==> src/rtl/core/olad_pkg.sv <==
// Shared types and constants for the ordered list core.
// No dependencies; imported by olad_cmp, olad_ctrl and the top level.
`timescale 1ns / 1ps

package olad_pkg;

    localparam int DATA_W       = 32;
    localparam int CAPACITY_DEF = 16;

    typedef enum logic [1:0] {
        MODE_INSERT   = 2'd0,
        MODE_DELETE   = 2'd1,
        MODE_TRAVERSE = 2'd2
    } t_mode;

    typedef enum logic [2:0] {
        STAT_INSERTED  = 3'd0,
        STAT_DELETED   = 3'd1,
        STAT_NOT_FOUND = 3'd2,
        STAT_EMPTY     = 3'd3,
        STAT_FULL      = 3'd4,
        STAT_ITEM      = 3'd5
    } t_status;

    typedef enum logic [4:0] {
        S_IDLE   = 5'b00001,
        S_SEARCH = 5'b00010,
        S_SHIFT  = 5'b00100,
        S_LIST   = 5'b01000,
        S_EMIT   = 5'b10000
    } t_state;

    // flags from the shared compare unit
    typedef struct packed {
        logic eq;         // read data equals key
        logic rd_more;    // read index still below entry count
        logic pidx_last;  // data in hand belongs to the tail entry
    } t_cmp;

endpackage

==> src/rtl/core/olad_ram.sv <==
// Generic simple dual-port RAM: one write port, one read port, registered read.
// No dependencies.
`timescale 1ns / 1ps

module olad_ram #(
    parameter int WIDTH = 32,
    parameter int DEPTH = 16
) (
    input  logic                     i_clk,
    input  logic                     i_we,
    input  logic [$clog2(DEPTH)-1:0] i_waddr,
    input  logic [WIDTH-1:0]         i_wdata,
    input  logic                     i_re,
    input  logic [$clog2(DEPTH)-1:0] i_raddr,
    output logic [WIDTH-1:0]         o_rdata
);

    logic [WIDTH-1:0] r_mem [DEPTH];
    logic [WIDTH-1:0] r_rdata;

    always_ff @(posedge i_clk) begin
        if (i_we) begin
            r_mem[i_waddr] <= i_wdata;
        end
        if (i_re) begin
            r_rdata <= r_mem[i_raddr];
        end
    end

    assign o_rdata = r_rdata;

endmodule

==> src/rtl/core/olad_cmp.sv <==
// Shared compare unit: key match and index bound checks for the sequencer.
// Depends on olad_pkg.
`timescale 1ns / 1ps

module olad_cmp #(
    parameter int CNT_W = 5
) (
    input  logic [olad_pkg::DATA_W-1:0] i_rdata,
    input  logic [olad_pkg::DATA_W-1:0] i_key,
    input  logic [CNT_W-1:0]            i_idx,
    input  logic [CNT_W-1:0]            i_pidx,
    input  logic [CNT_W-1:0]            i_count,
    output olad_pkg::t_cmp              o_res
);
    import olad_pkg::*;

    always_comb begin
        o_res.eq        = (i_rdata == i_key);
        o_res.rd_more   = (i_idx < i_count);
        o_res.pidx_last = ((i_pidx + CNT_W'(1)) == i_count);
    end

endmodule

==> src/rtl/core/olad_ctrl.sv <==
// Sequencer for insert, delete and traverse, with the output register.
// Depends on olad_pkg and olad_cmp; drives an external olad_ram.
`timescale 1ns / 1ps

module olad_ctrl #(
    parameter int CAPACITY = olad_pkg::CAPACITY_DEF
) (
    input  logic                            i_clk,
    input  logic                            i_rst_n,
    input  logic                            i_s_tvalid,
    output logic                            o_s_tready,
    input  logic [olad_pkg::DATA_W-1:0]     i_s_tdata,
    input  logic [1:0]                      i_s_tuser,
    output logic                            o_m_tvalid,
    input  logic                            i_m_tready,
    output logic [olad_pkg::DATA_W-1:0]     o_m_tdata,
    output logic [2:0]                      o_m_tuser,
    output logic                            o_m_tlast,
    output logic                            o_we,
    output logic [$clog2(CAPACITY)-1:0]     o_waddr,
    output logic [olad_pkg::DATA_W-1:0]     o_wdata,
    output logic                            o_re,
    output logic [$clog2(CAPACITY)-1:0]     o_raddr,
    input  logic [olad_pkg::DATA_W-1:0]     i_rdata
);
    import olad_pkg::*;

    localparam int AW = $clog2(CAPACITY);
    localparam int CW = $clog2(CAPACITY + 1);

    t_state            r_state, n_state;
    logic [DATA_W-1:0] r_key, n_key;
    logic [CW-1:0]     r_count, n_count;
    logic [CW-1:0]     r_idx, n_idx;
    logic [CW-1:0]     r_pidx, n_pidx;
    logic              r_pv, n_pv;
    t_status           r_res, n_res;
    logic              r_m_valid, n_m_valid;
    t_status           r_m_status, n_m_status;
    logic [DATA_W-1:0] r_m_data, n_m_data;
    logic              r_m_last, n_m_last;

    t_cmp              c;
    logic              out_free;
    logic              emit;
    logic [CW-1:0]     waddr_full;

    olad_cmp #(
        .CNT_W (CW)
    ) u_cmp (
        .i_rdata (i_rdata),
        .i_key   (r_key),
        .i_idx   (r_idx),
        .i_pidx  (r_pidx),
        .i_count (r_count),
        .o_res   (c)
    );

    assign out_free = !r_m_valid || i_m_tready;

    always_comb begin
        n_state    = r_state;
        n_key      = r_key;
        n_count    = r_count;
        n_idx      = r_idx;
        n_pidx     = r_pidx;
        n_pv       = r_pv;
        n_res      = r_res;
        n_m_valid  = r_m_valid && !i_m_tready;
        n_m_status = r_m_status;
        n_m_data   = r_m_data;
        n_m_last   = r_m_last;
        o_we       = 1'b0;
        waddr_full = r_count;
        o_wdata    = i_s_tdata;
        o_re       = 1'b0;
        emit       = 1'b0;

        case (r_state)
            S_IDLE: begin
                if (i_s_tvalid) begin
                    n_key = i_s_tdata;
                    n_idx = '0;
                    n_pv  = 1'b0;
                    case (t_mode'(i_s_tuser))
                        MODE_INSERT: begin
                            n_state = S_EMIT;
                            if (r_count >= CW'(CAPACITY)) begin
                                n_res = STAT_FULL;
                            end else begin
                                o_we    = 1'b1;
                                n_count = r_count + CW'(1);
                                n_res   = STAT_INSERTED;
                            end
                        end
                        MODE_DELETE: begin
                            if (r_count == '0) begin
                                n_res   = STAT_EMPTY;
                                n_state = S_EMIT;
                            end else begin
                                n_state = S_SEARCH;
                            end
                        end
                        MODE_TRAVERSE: begin
                            if (r_count == '0) begin
                                n_res   = STAT_EMPTY;
                                n_state = S_EMIT;
                            end else begin
                                n_state = S_LIST;
                            end
                        end
                        default: begin
                            n_state = S_IDLE;
                        end
                    endcase
                end
            end
            S_SEARCH: begin
                if (r_pv && c.eq) begin
                    n_pv = 1'b0;
                    if (c.pidx_last) begin
                        n_count = r_count - CW'(1);
                        n_res   = STAT_DELETED;
                        n_state = S_EMIT;
                    end else begin
                        n_idx   = r_pidx + CW'(1);
                        n_state = S_SHIFT;
                    end
                end else if (r_pv && c.pidx_last) begin
                    n_pv    = 1'b0;
                    n_res   = STAT_NOT_FOUND;
                    n_state = S_EMIT;
                end else if (c.rd_more) begin
                    o_re   = 1'b1;
                    n_pv   = 1'b1;
                    n_pidx = r_idx;
                    n_idx  = r_idx + CW'(1);
                end else begin
                    n_pv = 1'b0;
                end
            end
            S_SHIFT: begin
                // entry pidx moves down to pidx-1
                if (r_pv) begin
                    o_we       = 1'b1;
                    waddr_full = r_pidx - CW'(1);
                    o_wdata    = i_rdata;
                end
                if (c.rd_more) begin
                    o_re   = 1'b1;
                    n_pv   = 1'b1;
                    n_pidx = r_idx;
                    n_idx  = r_idx + CW'(1);
                end else begin
                    n_pv    = 1'b0;
                    n_count = r_count - CW'(1);
                    n_res   = STAT_DELETED;
                    n_state = S_EMIT;
                end
            end
            S_LIST: begin
                emit = r_pv && out_free;
                if (emit) begin
                    n_m_valid  = 1'b1;
                    n_m_status = STAT_ITEM;
                    n_m_data   = i_rdata;
                    n_m_last   = c.pidx_last;
                end
                if (emit && c.pidx_last) begin
                    n_pv    = 1'b0;
                    n_state = S_IDLE;
                end else if ((!r_pv || out_free) && c.rd_more) begin
                    o_re   = 1'b1;
                    n_pv   = 1'b1;
                    n_pidx = r_idx;
                    n_idx  = r_idx + CW'(1);
                end else if (emit) begin
                    n_pv = 1'b0;
                end
            end
            S_EMIT: begin
                if (out_free) begin
                    n_m_valid  = 1'b1;
                    n_m_status = r_res;
                    n_m_data   = r_key;
                    n_m_last   = 1'b1;
                    n_state    = S_IDLE;
                end
            end
            default: begin
                n_state = S_IDLE;
            end
        endcase
    end

    always_ff @(posedge i_clk) begin
        if (!i_rst_n) begin
            r_state   <= S_IDLE;
            r_count   <= '0;
            r_pv      <= 1'b0;
            r_m_valid <= 1'b0;
        end else begin
            r_state   <= n_state;
            r_count   <= n_count;
            r_pv      <= n_pv;
            r_m_valid <= n_m_valid;
        end
    end

    always_ff @(posedge i_clk) begin
        r_key      <= n_key;
        r_idx      <= n_idx;
        r_pidx     <= n_pidx;
        r_res      <= n_res;
        r_m_status <= n_m_status;
        r_m_data   <= n_m_data;
        r_m_last   <= n_m_last;
    end

    assign o_s_tready = (r_state == S_IDLE);
    assign o_waddr    = waddr_full[AW-1:0];
    assign o_raddr    = r_idx[AW-1:0];
    assign o_m_tvalid = r_m_valid;
    assign o_m_tdata  = r_m_data;
    assign o_m_tuser  = r_m_status;
    assign o_m_tlast  = r_m_last;

endmodule

==> src/rtl/core/ordered_list_append_delete_core.sv <==
// Top level of the ordered list core: sequencer plus entry RAM.
// Depends on olad_pkg, olad_ctrl, olad_cmp and olad_ram.
//
//  channel  dir  handshake              tdata        tuser       tlast
//  s        in   i_s_tvalid/o_s_tready  data_value   mode        -
//  m        out  o_m_tvalid/i_m_tready  item_value   status      last
//
// Insert appends the key at the tail unless the list is full; delete searches the
// list, pipelined one entry a cycle through the RAM read port, and on a match that
// is not the tail moves each later entry up one place; traverse sends one entry a
// cycle while the output is not stalled; on an empty list both report empty.
// o_s_tready is high only while the sequencer is idle; the result register lets
// the next item in while a result still waits. Output stalls hold the sequencer.
// Reset is synchronous and empties the list; RAM contents are not cleared.
`timescale 1ns / 1ps

module ordered_list_append_delete_core #(
    parameter int CAPACITY = olad_pkg::CAPACITY_DEF
) (
    input  logic                        i_clk,
    input  logic                        i_rst_n,
    input  logic                        i_s_tvalid,
    output logic                        o_s_tready,
    input  logic [olad_pkg::DATA_W-1:0] i_s_tdata,   // [31:0] data_value
    input  logic [1:0]                  i_s_tuser,   // [1:0] mode
    output logic                        o_m_tvalid,
    input  logic                        i_m_tready,
    output logic [olad_pkg::DATA_W-1:0] o_m_tdata,   // [31:0] item_value
    output logic [2:0]                  o_m_tuser,   // [2:0] status
    output logic                        o_m_tlast
);
    import olad_pkg::*;

    localparam int AW = $clog2(CAPACITY);

    logic              we;
    logic [AW-1:0]     waddr;
    logic [DATA_W-1:0] wdata;
    logic              re;
    logic [AW-1:0]     raddr;
    logic [DATA_W-1:0] rdata;

    olad_ctrl #(
        .CAPACITY (CAPACITY)
    ) u_ctrl (
        .i_clk      (i_clk),
        .i_rst_n    (i_rst_n),
        .i_s_tvalid (i_s_tvalid),
        .o_s_tready (o_s_tready),
        .i_s_tdata  (i_s_tdata),
        .i_s_tuser  (i_s_tuser),
        .o_m_tvalid (o_m_tvalid),
        .i_m_tready (i_m_tready),
        .o_m_tdata  (o_m_tdata),
        .o_m_tuser  (o_m_tuser),
        .o_m_tlast  (o_m_tlast),
        .o_we       (we),
        .o_waddr    (waddr),
        .o_wdata    (wdata),
        .o_re       (re),
        .o_raddr    (raddr),
        .i_rdata    (rdata)
    );

    olad_ram #(
        .WIDTH (DATA_W),
        .DEPTH (CAPACITY)
    ) u_ram (
        .i_clk   (i_clk),
        .i_we    (we),
        .i_waddr (waddr),
        .i_wdata (wdata),
        .i_re    (re),
        .i_raddr (raddr),
        .o_rdata (rdata)
    );

endmodule
==> config.mk <==
export PLATFORM = sky130hd
export DESIGN_NAME = ordered_list_append_delete_core
export DESIGN_NICKNAME = d
export VERILOG_FILES = /design/src/rtl/core/olad_pkg.sv /design/src/rtl/core/olad_ram.sv /design/src/rtl/core/olad_cmp.sv /design/src/rtl/core/olad_ctrl.sv /design/src/rtl/core/ordered_list_append_delete_core.sv
export SDC_FILE = /design/constraint.sdc
export NUM_CORES = 1
export LEC_CHECK = 0
export ABC_AREA = 1
export BUFFER_PORTS_ARGS = -buffer_cell sky130_fd_sc_hd__buf_4
export CAP_MARGIN = 20
export CORE_MARGIN = 2
export CORE_UTILIZATION = 36
export CTS_CLUSTER_DIAMETER = 40
export DETAILED_ROUTE_END_ITERATION = 8
export SLEW_MARGIN = 20
export SYNTH_ARGS = -nofsm -noshare
export SYNTH_HDL_FRONTEND = slang
export SYNTH_HIERARCHICAL = 1
export SYNTH_SLANG_ARGS = --single-unit
export TNS_END_PERCENT = 100
==> constraint.sdc <==
create_clock -name i_clk -period 10.9 [get_ports i_clk]
set_input_delay 1.635 -clock i_clk [delete_from_list [all_inputs] [get_ports i_clk]]
set_output_delay 1.635 -clock i_clk [all_outputs]
set_load 0.01 [all_outputs]
Yosys cells after proc, flatten, opt, wreduce, memory -nomap -nowiden
Memories as Yosys holds them, arrays and structs flattened. A register that Yosys moved wholly into a read port is not among the register bits.
Cells that the tools add are included.
{"block": "word_totals", "output_inout_bits": 38, "elab_cells": 149, "reg_bits": 93, "inputBits": 38, "mem_bits_rw": 512, "n_memories": 1}
{"block": "op_classes", "reduce_logical": 26, "muxes": 75, "addsub": 5, "eq_ne": 29, "n_lt_le_gt_ge": 2}
{"name": "u_ram.r_mem", "depth": 16, "word_bits": 32, "rd": 1, "rd_clocked_by_memory_dff": 1, "write_ports": 1, "line": "olad_ram.sv:18", "rtl": "logic [WIDTH-1:0] r_mem [DEPTH];"}
{"operator": "two-way mux 5 bit", "n": 27}
{"operator": "two-way mux 32 bit", "n": 4}
{"operator": "one-hot mux 32 bit (2 select lines)", "n": 1}
{"operator": "one-hot mux 5 bit (3 select lines)", "n": 3}
{"operator": "== test 32 bit", "n": 1}
{"operator": "two-way mux 3 bit", "n": 9}
{"operator": "one-hot mux 5 bit (5 select lines)", "n": 1}
{"operator": "one-hot mux 5 bit (4 select lines)", "n": 1}
{"operator": "two-way mux 1 bit", "n": 19}
{"operator": "adder 5 x 1 -> 5 bit (second input constant)", "n": 3}
{"operator": "inequality test 2 x 1 -> 1 bit (second input constant)", "n": 7}
{"operator": "AND reduction 7 bit", "n": 2}
{"operator": "inequality test 2 bit (second input constant)", "n": 6}
{"operator": "inequality test 3 x 2 -> 1 bit (second input constant)", "n": 4}
{"operator": "one-hot mux 3 bit (2 select lines)", "n": 2}
{"operator": "AND reduction 5 bit", "n": 2}
{"operator": "one-hot mux 3 bit (3 select lines)", "n": 1}
{"operator": "two-way mux 4 bit", "n": 2}
{"operator": "logical AND 1 bit", "n": 6}
{"operator": "one-hot mux 1 bit (2 select lines)", "n": 3}
{"operator": "AND reduction 3 bit", "n": 2}
{"operator": "AND reduction 6 bit", "n": 1}
{"operator": "nonzero test 3 bit", "n": 2}
{"operator": "== test 5 x 1 -> 1 bit (second input constant)", "n": 1}
{"operator": "other kinds (24)", "n": 27}

Longest topological paths before layout
{"block": "logic_depth", "ltp_word": 7, "mapped_depth": 18, "depth_no_buf": 18}

Modules after synthesis
Netlist, hierarchy kept.
{"module": "olad_ram", "seq_area_each_um2": 16335.7, "cells_each": 2122, "area_each_um2": 23065.9, "n_inst": 1}
{"module": "olad_ctrl", "seq_area_each_um2": 2672.6, "cells_each": 501, "area_each_um2": 4723.3, "n_inst": 1}
{"module": "olad_cmp", "seq_area_each_um2": 0.0, "cells_each": 199, "area_each_um2": 853.3, "n_inst": 1}

Least setup slack after synthesis
OpenSTA, ideal clock, no wires.
{"block": "synth_path", "kind": "input port to flip-flop", "from": "input port i_m_tready", "to": "register u_ctrl.r_m_data[0], in the netlist u_ctrl/o_m_tdata[0], enable pin", "setup_time_ns": 0.479, "stages": 4, "arrival_time_ns": 4.463, "setup_slack_ns": 5.957, "required_time_ns": 10.421, "n_path_buf": 0, "cell_sequence": "inv_1 -> nand2_1 -> inv_1 -> o21ai_0"}
{"block": "synth_between", "elab_chain_len": 4, "elab_cells_between_ends": 5, "cone_classes": "2 x eq/ne; 3 x reduce/logical"}
{"item": "start, declared", "line": "ordered_list_append_delete_core.sv:27", "rtl": "input logic i_m_tready,"}
{"item": "logical OR 1 bit (*)", "line": "olad_ctrl.sv:59", "rtl": "assign out_free = !r_m_valid || i_m_tready;"}
{"item": "logical AND 1 bit", "line": "olad_ctrl.sv:162", "rtl": "emit = r_pv && out_free;"}
{"item": "inequality test 2 x 1 -> 1 bit (no source line)"}
{"item": "AND reduction 3 bit (no source line) (*)"}
{"item": "end signal, assigned", "line": "olad_ctrl.sv:216", "rtl": "r_m_data <= n_m_data;"}
{"item": "end, declared", "line": "olad_ctrl.sv:40", "rtl": "logic [DATA_W-1:0] r_m_data, n_m_data;"}
Every way passes the cells marked *; elsewhere a longest branch is shown, timed or not.
A chain may end at the register's enable or synchronous reset.

Worst setup path after layout
{"block": "layout_path", "from": "register u_ctrl.r_idx[0]", "to": "register u_ram.r_rdata[14], in the netlist u_ram/o_rdata[14] (read register of u_ram.r_mem), data pin"}
{"block": "layout_between", "elab_chain_len": 5, "elab_cells_between_ends": 8, "cone_classes": "1 x order compare; 6 x mux; 1 x reduce/logical"}
{"item": "start, declared", "line": "olad_ctrl.sv:34", "rtl": "logic [CW-1:0] r_idx, n_idx;"}
{"item": "start signal, assigned", "line": "olad_ctrl.sv:212", "rtl": "r_idx <= n_idx;"}
{"item": "less-than comparator 5 bit", "line": "olad_cmp.sv:19", "rtl": "o_res.rd_more = (i_idx < i_count);"}
{"item": "two-way mux 1 bit / logical AND 1 bit (equally long branches)", "line": "olad_ctrl.sv:133, olad_ctrl.sv:149, olad_ctrl.sv:172"}
{"item": "two-way mux 1 bit, on equally long branches", "line": "olad_ctrl.sv:129, olad_ctrl.sv:172"}
{"item": "two-way mux 1 bit, on equally long branches", "line": "olad_ctrl.sv:119, olad_ctrl.sv:169"}
{"item": "one-hot mux 1 bit (3 select lines)", "line": "olad_ctrl.sv:79", "rtl": "case (r_state)"}
{"item": "end, declared", "line": "olad_ram.sv:19", "rtl": "logic [WIDTH-1:0] r_rdata;"}
Parallel ways exist; a longest one is shown, timed or not.

==> results by group <==
Yosys
  – Cell count after synthesis: 2822
  – Synth top area share: 65.5%
  – Syn_nets: 2876
  – Post-synthesis cell area: 0.0286 mm2
  – Sequential area share after synthesis: 66.4%
  – Yosys warns: 6
  – Number of distinct library cells after synthesis: 40
  – Largest area contributor in the netlist: edfxtp_1
  – Avg Inst Size Synth: 10.1 um2
  – Synth area leaders: edfxtp_1 (66%), nand2_1 (12%), nand3_1 (7.2%)
  – Yosys reg bits: 637

Routing
  – Via Count: 19.1k
  – DR iter-0 viols: 1812
  – Via density: 4.73
  – Met2 WL: 31.0 mm
  – Routed Antenna Nets: 0
  – DR WL met3: 4.87 mm
  – Sum of routed wire segments on met1: 30.9 mm
  – WL final: 68.3 mm
  – Drt wl/cell: 17.0 um
  – Post-route DRC: 0
  – Highest routed layer: met4
  – DRT Pass-1 Iters: 7

Floorplanning
  – Die area: 0.0818 mm2
  – Row cnt: 103
  – Die X: 286 um
  – Core ar.: 0.0789 mm2
  – Boundary Pins: 76
  – Die height: 286 um
  – Starting Density: 36.3%

Setup path
  – Max incr delay on CP: 0.81 ns
  – CP Launch Type: flip-flop
  – Crit. End Element: flip-flop
  – CP delay by family, top: buffers and inverters
  – Worst-path fanout max: 177
  – Type of the worst setup path: flip-flop to flip-flop
  – CP arrival: 4.31 ns
  – Worst path slowest cell: buf_4
  – CP dominant cell by count: nand3_1
  – WP data required: 11.29 ns
  – Crit-path cells: buf_12 -> inv_6 -> buf_4 -> buf_4 -> nand2_1 -> nand3_1 -> nand3_1 -> nand3_1 -> nand2_1
  – Crit path buffers/inverters: 4

Clock network
  – Clk Latency, worst-skew pair: 0.65 ns
  – Worst-path clk slew: 0.06 ns
  – # resized after CTS: 0
  – CTS tree: built
  – CTS Buffer Depth: 3
  – Hold Buf Count CTS: 0
  – Clock root buffer: clkbuf_16
  – Post-CTS setup buffer count: 0
  – Sinks on Clock Net: 637
  – CTS buffer count: 92
  – H-tree depth: 3

Final layout
  – Layout cells sized above 1: 11.1%
  – Most frequent cells in the layout: nand2_1 (878), edfxtp_1 (625), inv_1 (498)
  – Layout Nets: 2957
  – Post-Layout Cell Count: 4030
  – Area grow syn2layout: 16.3%
  – Commonest non-fill, non-tap cell in the layout: nand2_1
  – Antenna Cells: 0

Placed design
  – Placer Congestion: 0.825
  – Place WS: 6.41 ns
  – Dpl cells: 3857
  – Post-DP HPWL: 36.9 mm
  – Input/output buffers: 75

Global routing
  – GRT Total Usage: 16.7%
  – First-pass GRT wire length: 105 mm
  – Initial antenna violation count: 0
  – Vias in the first global route: 18.2k
  – Largest net degree at the start of global routing: 178
  – Gr ovfl total: 0

Timing
  – Final setup TNS: 0 ns
  – Min Clock Period, post-route: 3.92 ns
  – Unrepaired setup endpoints after global routing: no
  – FMAX: 255 MHz
  – Final setup viols: 0
  – Worst slew margin: 28.3%
  – Max-slew violations: 0
  – Skew final: 0.0335 ns
  – Worst setup margin: 6.98 ns
  – Worst-Margin Slew: 1.07 ns
  – Final worst-path cycle share: 36.0%
  – Final hold vios: 0

Pwr
  – Leak: 0.0141 uW
  – Peak supply drop: 0.210 mV
  – Ratio of total power to cell area: 239 mW/mm2

Run
  – Max-cap violations: 0

Run status
  – Outcome: completed

Worst hold path
  – Hold WC Path Type: flip-flop to flip-flop
## metrics by stage
stage                     hold slack (ns)  utilization (%)  cell area, um2  power, uW
after floorplan                     0.481                -           28600       4570
after global placement              0.491             38.2           30100       5070
after detailed placement            0.494             38.2           30100       5090
after CTS                           0.508             42.1           33200       8040
after global routing                0.520             42.2           33300       8400
final                               0.504             42.2           33300       7970
## final timing paths
| check | from | to | slack (ns) | depth (start not counted) |
|---|---|---|---|---|
| worst max-delay path | u_ctrl/r_idx[0] | u_ram/o_rdata[14] | 6.98 | 9 |
| worst min-delay path | u_ctrl/r_res[2] | u_ctrl/o_m_tuser[2] | 0.50 | 1 |
| worst max register to register | u_ctrl/r_idx[0] | u_ram/o_rdata[14] | 6.98 | 9 |
| worst min register to register | u_ctrl/r_res[2] | u_ctrl/o_m_tuser[2] | 0.50 | 1 |
## worst reg2reg max path: cells and delay by family (launching register included)
family / cells / cell delay [ns]
flip-flops: 1 / 0.41
buffers and inverters: 4 / 2.62
AND/OR/NAND/NOR: 5 / 0.65
## final cells by class
| type | instances | area (um2) |
|---|---|---|
| inverter | 509 | 1920 |
| timing repair buffer | 111 | 911 |
| fill | 7382 | 45600 |
| multi-input combinational | 1552 | 7070 |
| clock inverter | 70 | 749 |
| sequential | 637 | 19000 |
| tap | 1050 | 1310 |
| clock buffer | 101 | 2340 |
## power breakdown
part	total [uW]	switching (uW)	internal (uW)	leakage (uW)
logic	2080	1500	585	0.00687
registers	2960	77.0	2880	0.00574
clock network	2930	1140	1790	0.00148
## synth_stat cells (all sizes together)
master    n
a21oi    11
a31oi     1
buf     110
clkbuf   14
dfxtp    12
edfxtp  625
fa        1
ha       15
inv     509
mux2i     1
nand2   881
nand3   414
nand4     4
nor2    109
nor3      3
o211a     1
o211ai    3
o21ai    81
o21bai    1
o221ai    1
o22ai     2
o31ai     1
or2       4
xnor2     6
xor2     12
## layer usage
| layer | GRT usage (%) | vias up |
|---|---|---|
| met5 | 0 | - |
| li1 | - | 9298 |
| met2 | 26.2 | 641 |
| met4 | 4.80 | 0 |
| met3 | 3.30 | 109 |
| met1 | 23.5 | 9021 |
## registers in the layout, indices dropped and copies added (netlist names), 3 cells and up
register	count
u_ctrl/r_res	3
u_ctrl/r_pidx	5
u_ctrl/r_count	5
u_ram/r_mem	512
u_ctrl/o_m_tdata	32
u_ctrl/r_key	32
u_ctrl/o_m_tuser	3
u_ram/o_rdata	32
u_ctrl/r_idx	5
u_ctrl/r_state	5
## cell families after synthesis
logic type               synth area share (%)
buffers and inverters                    9.61
XOR/XNOR                                0.550
flip-flops                               66.4
adder cells (fa/ha/maj)                 0.725
multiplexers                           0.0349
AO/OA/AOI/OAI                            1.95
AND/OR/NAND/NOR                          20.8
Power figures use the tool's default switching activity.
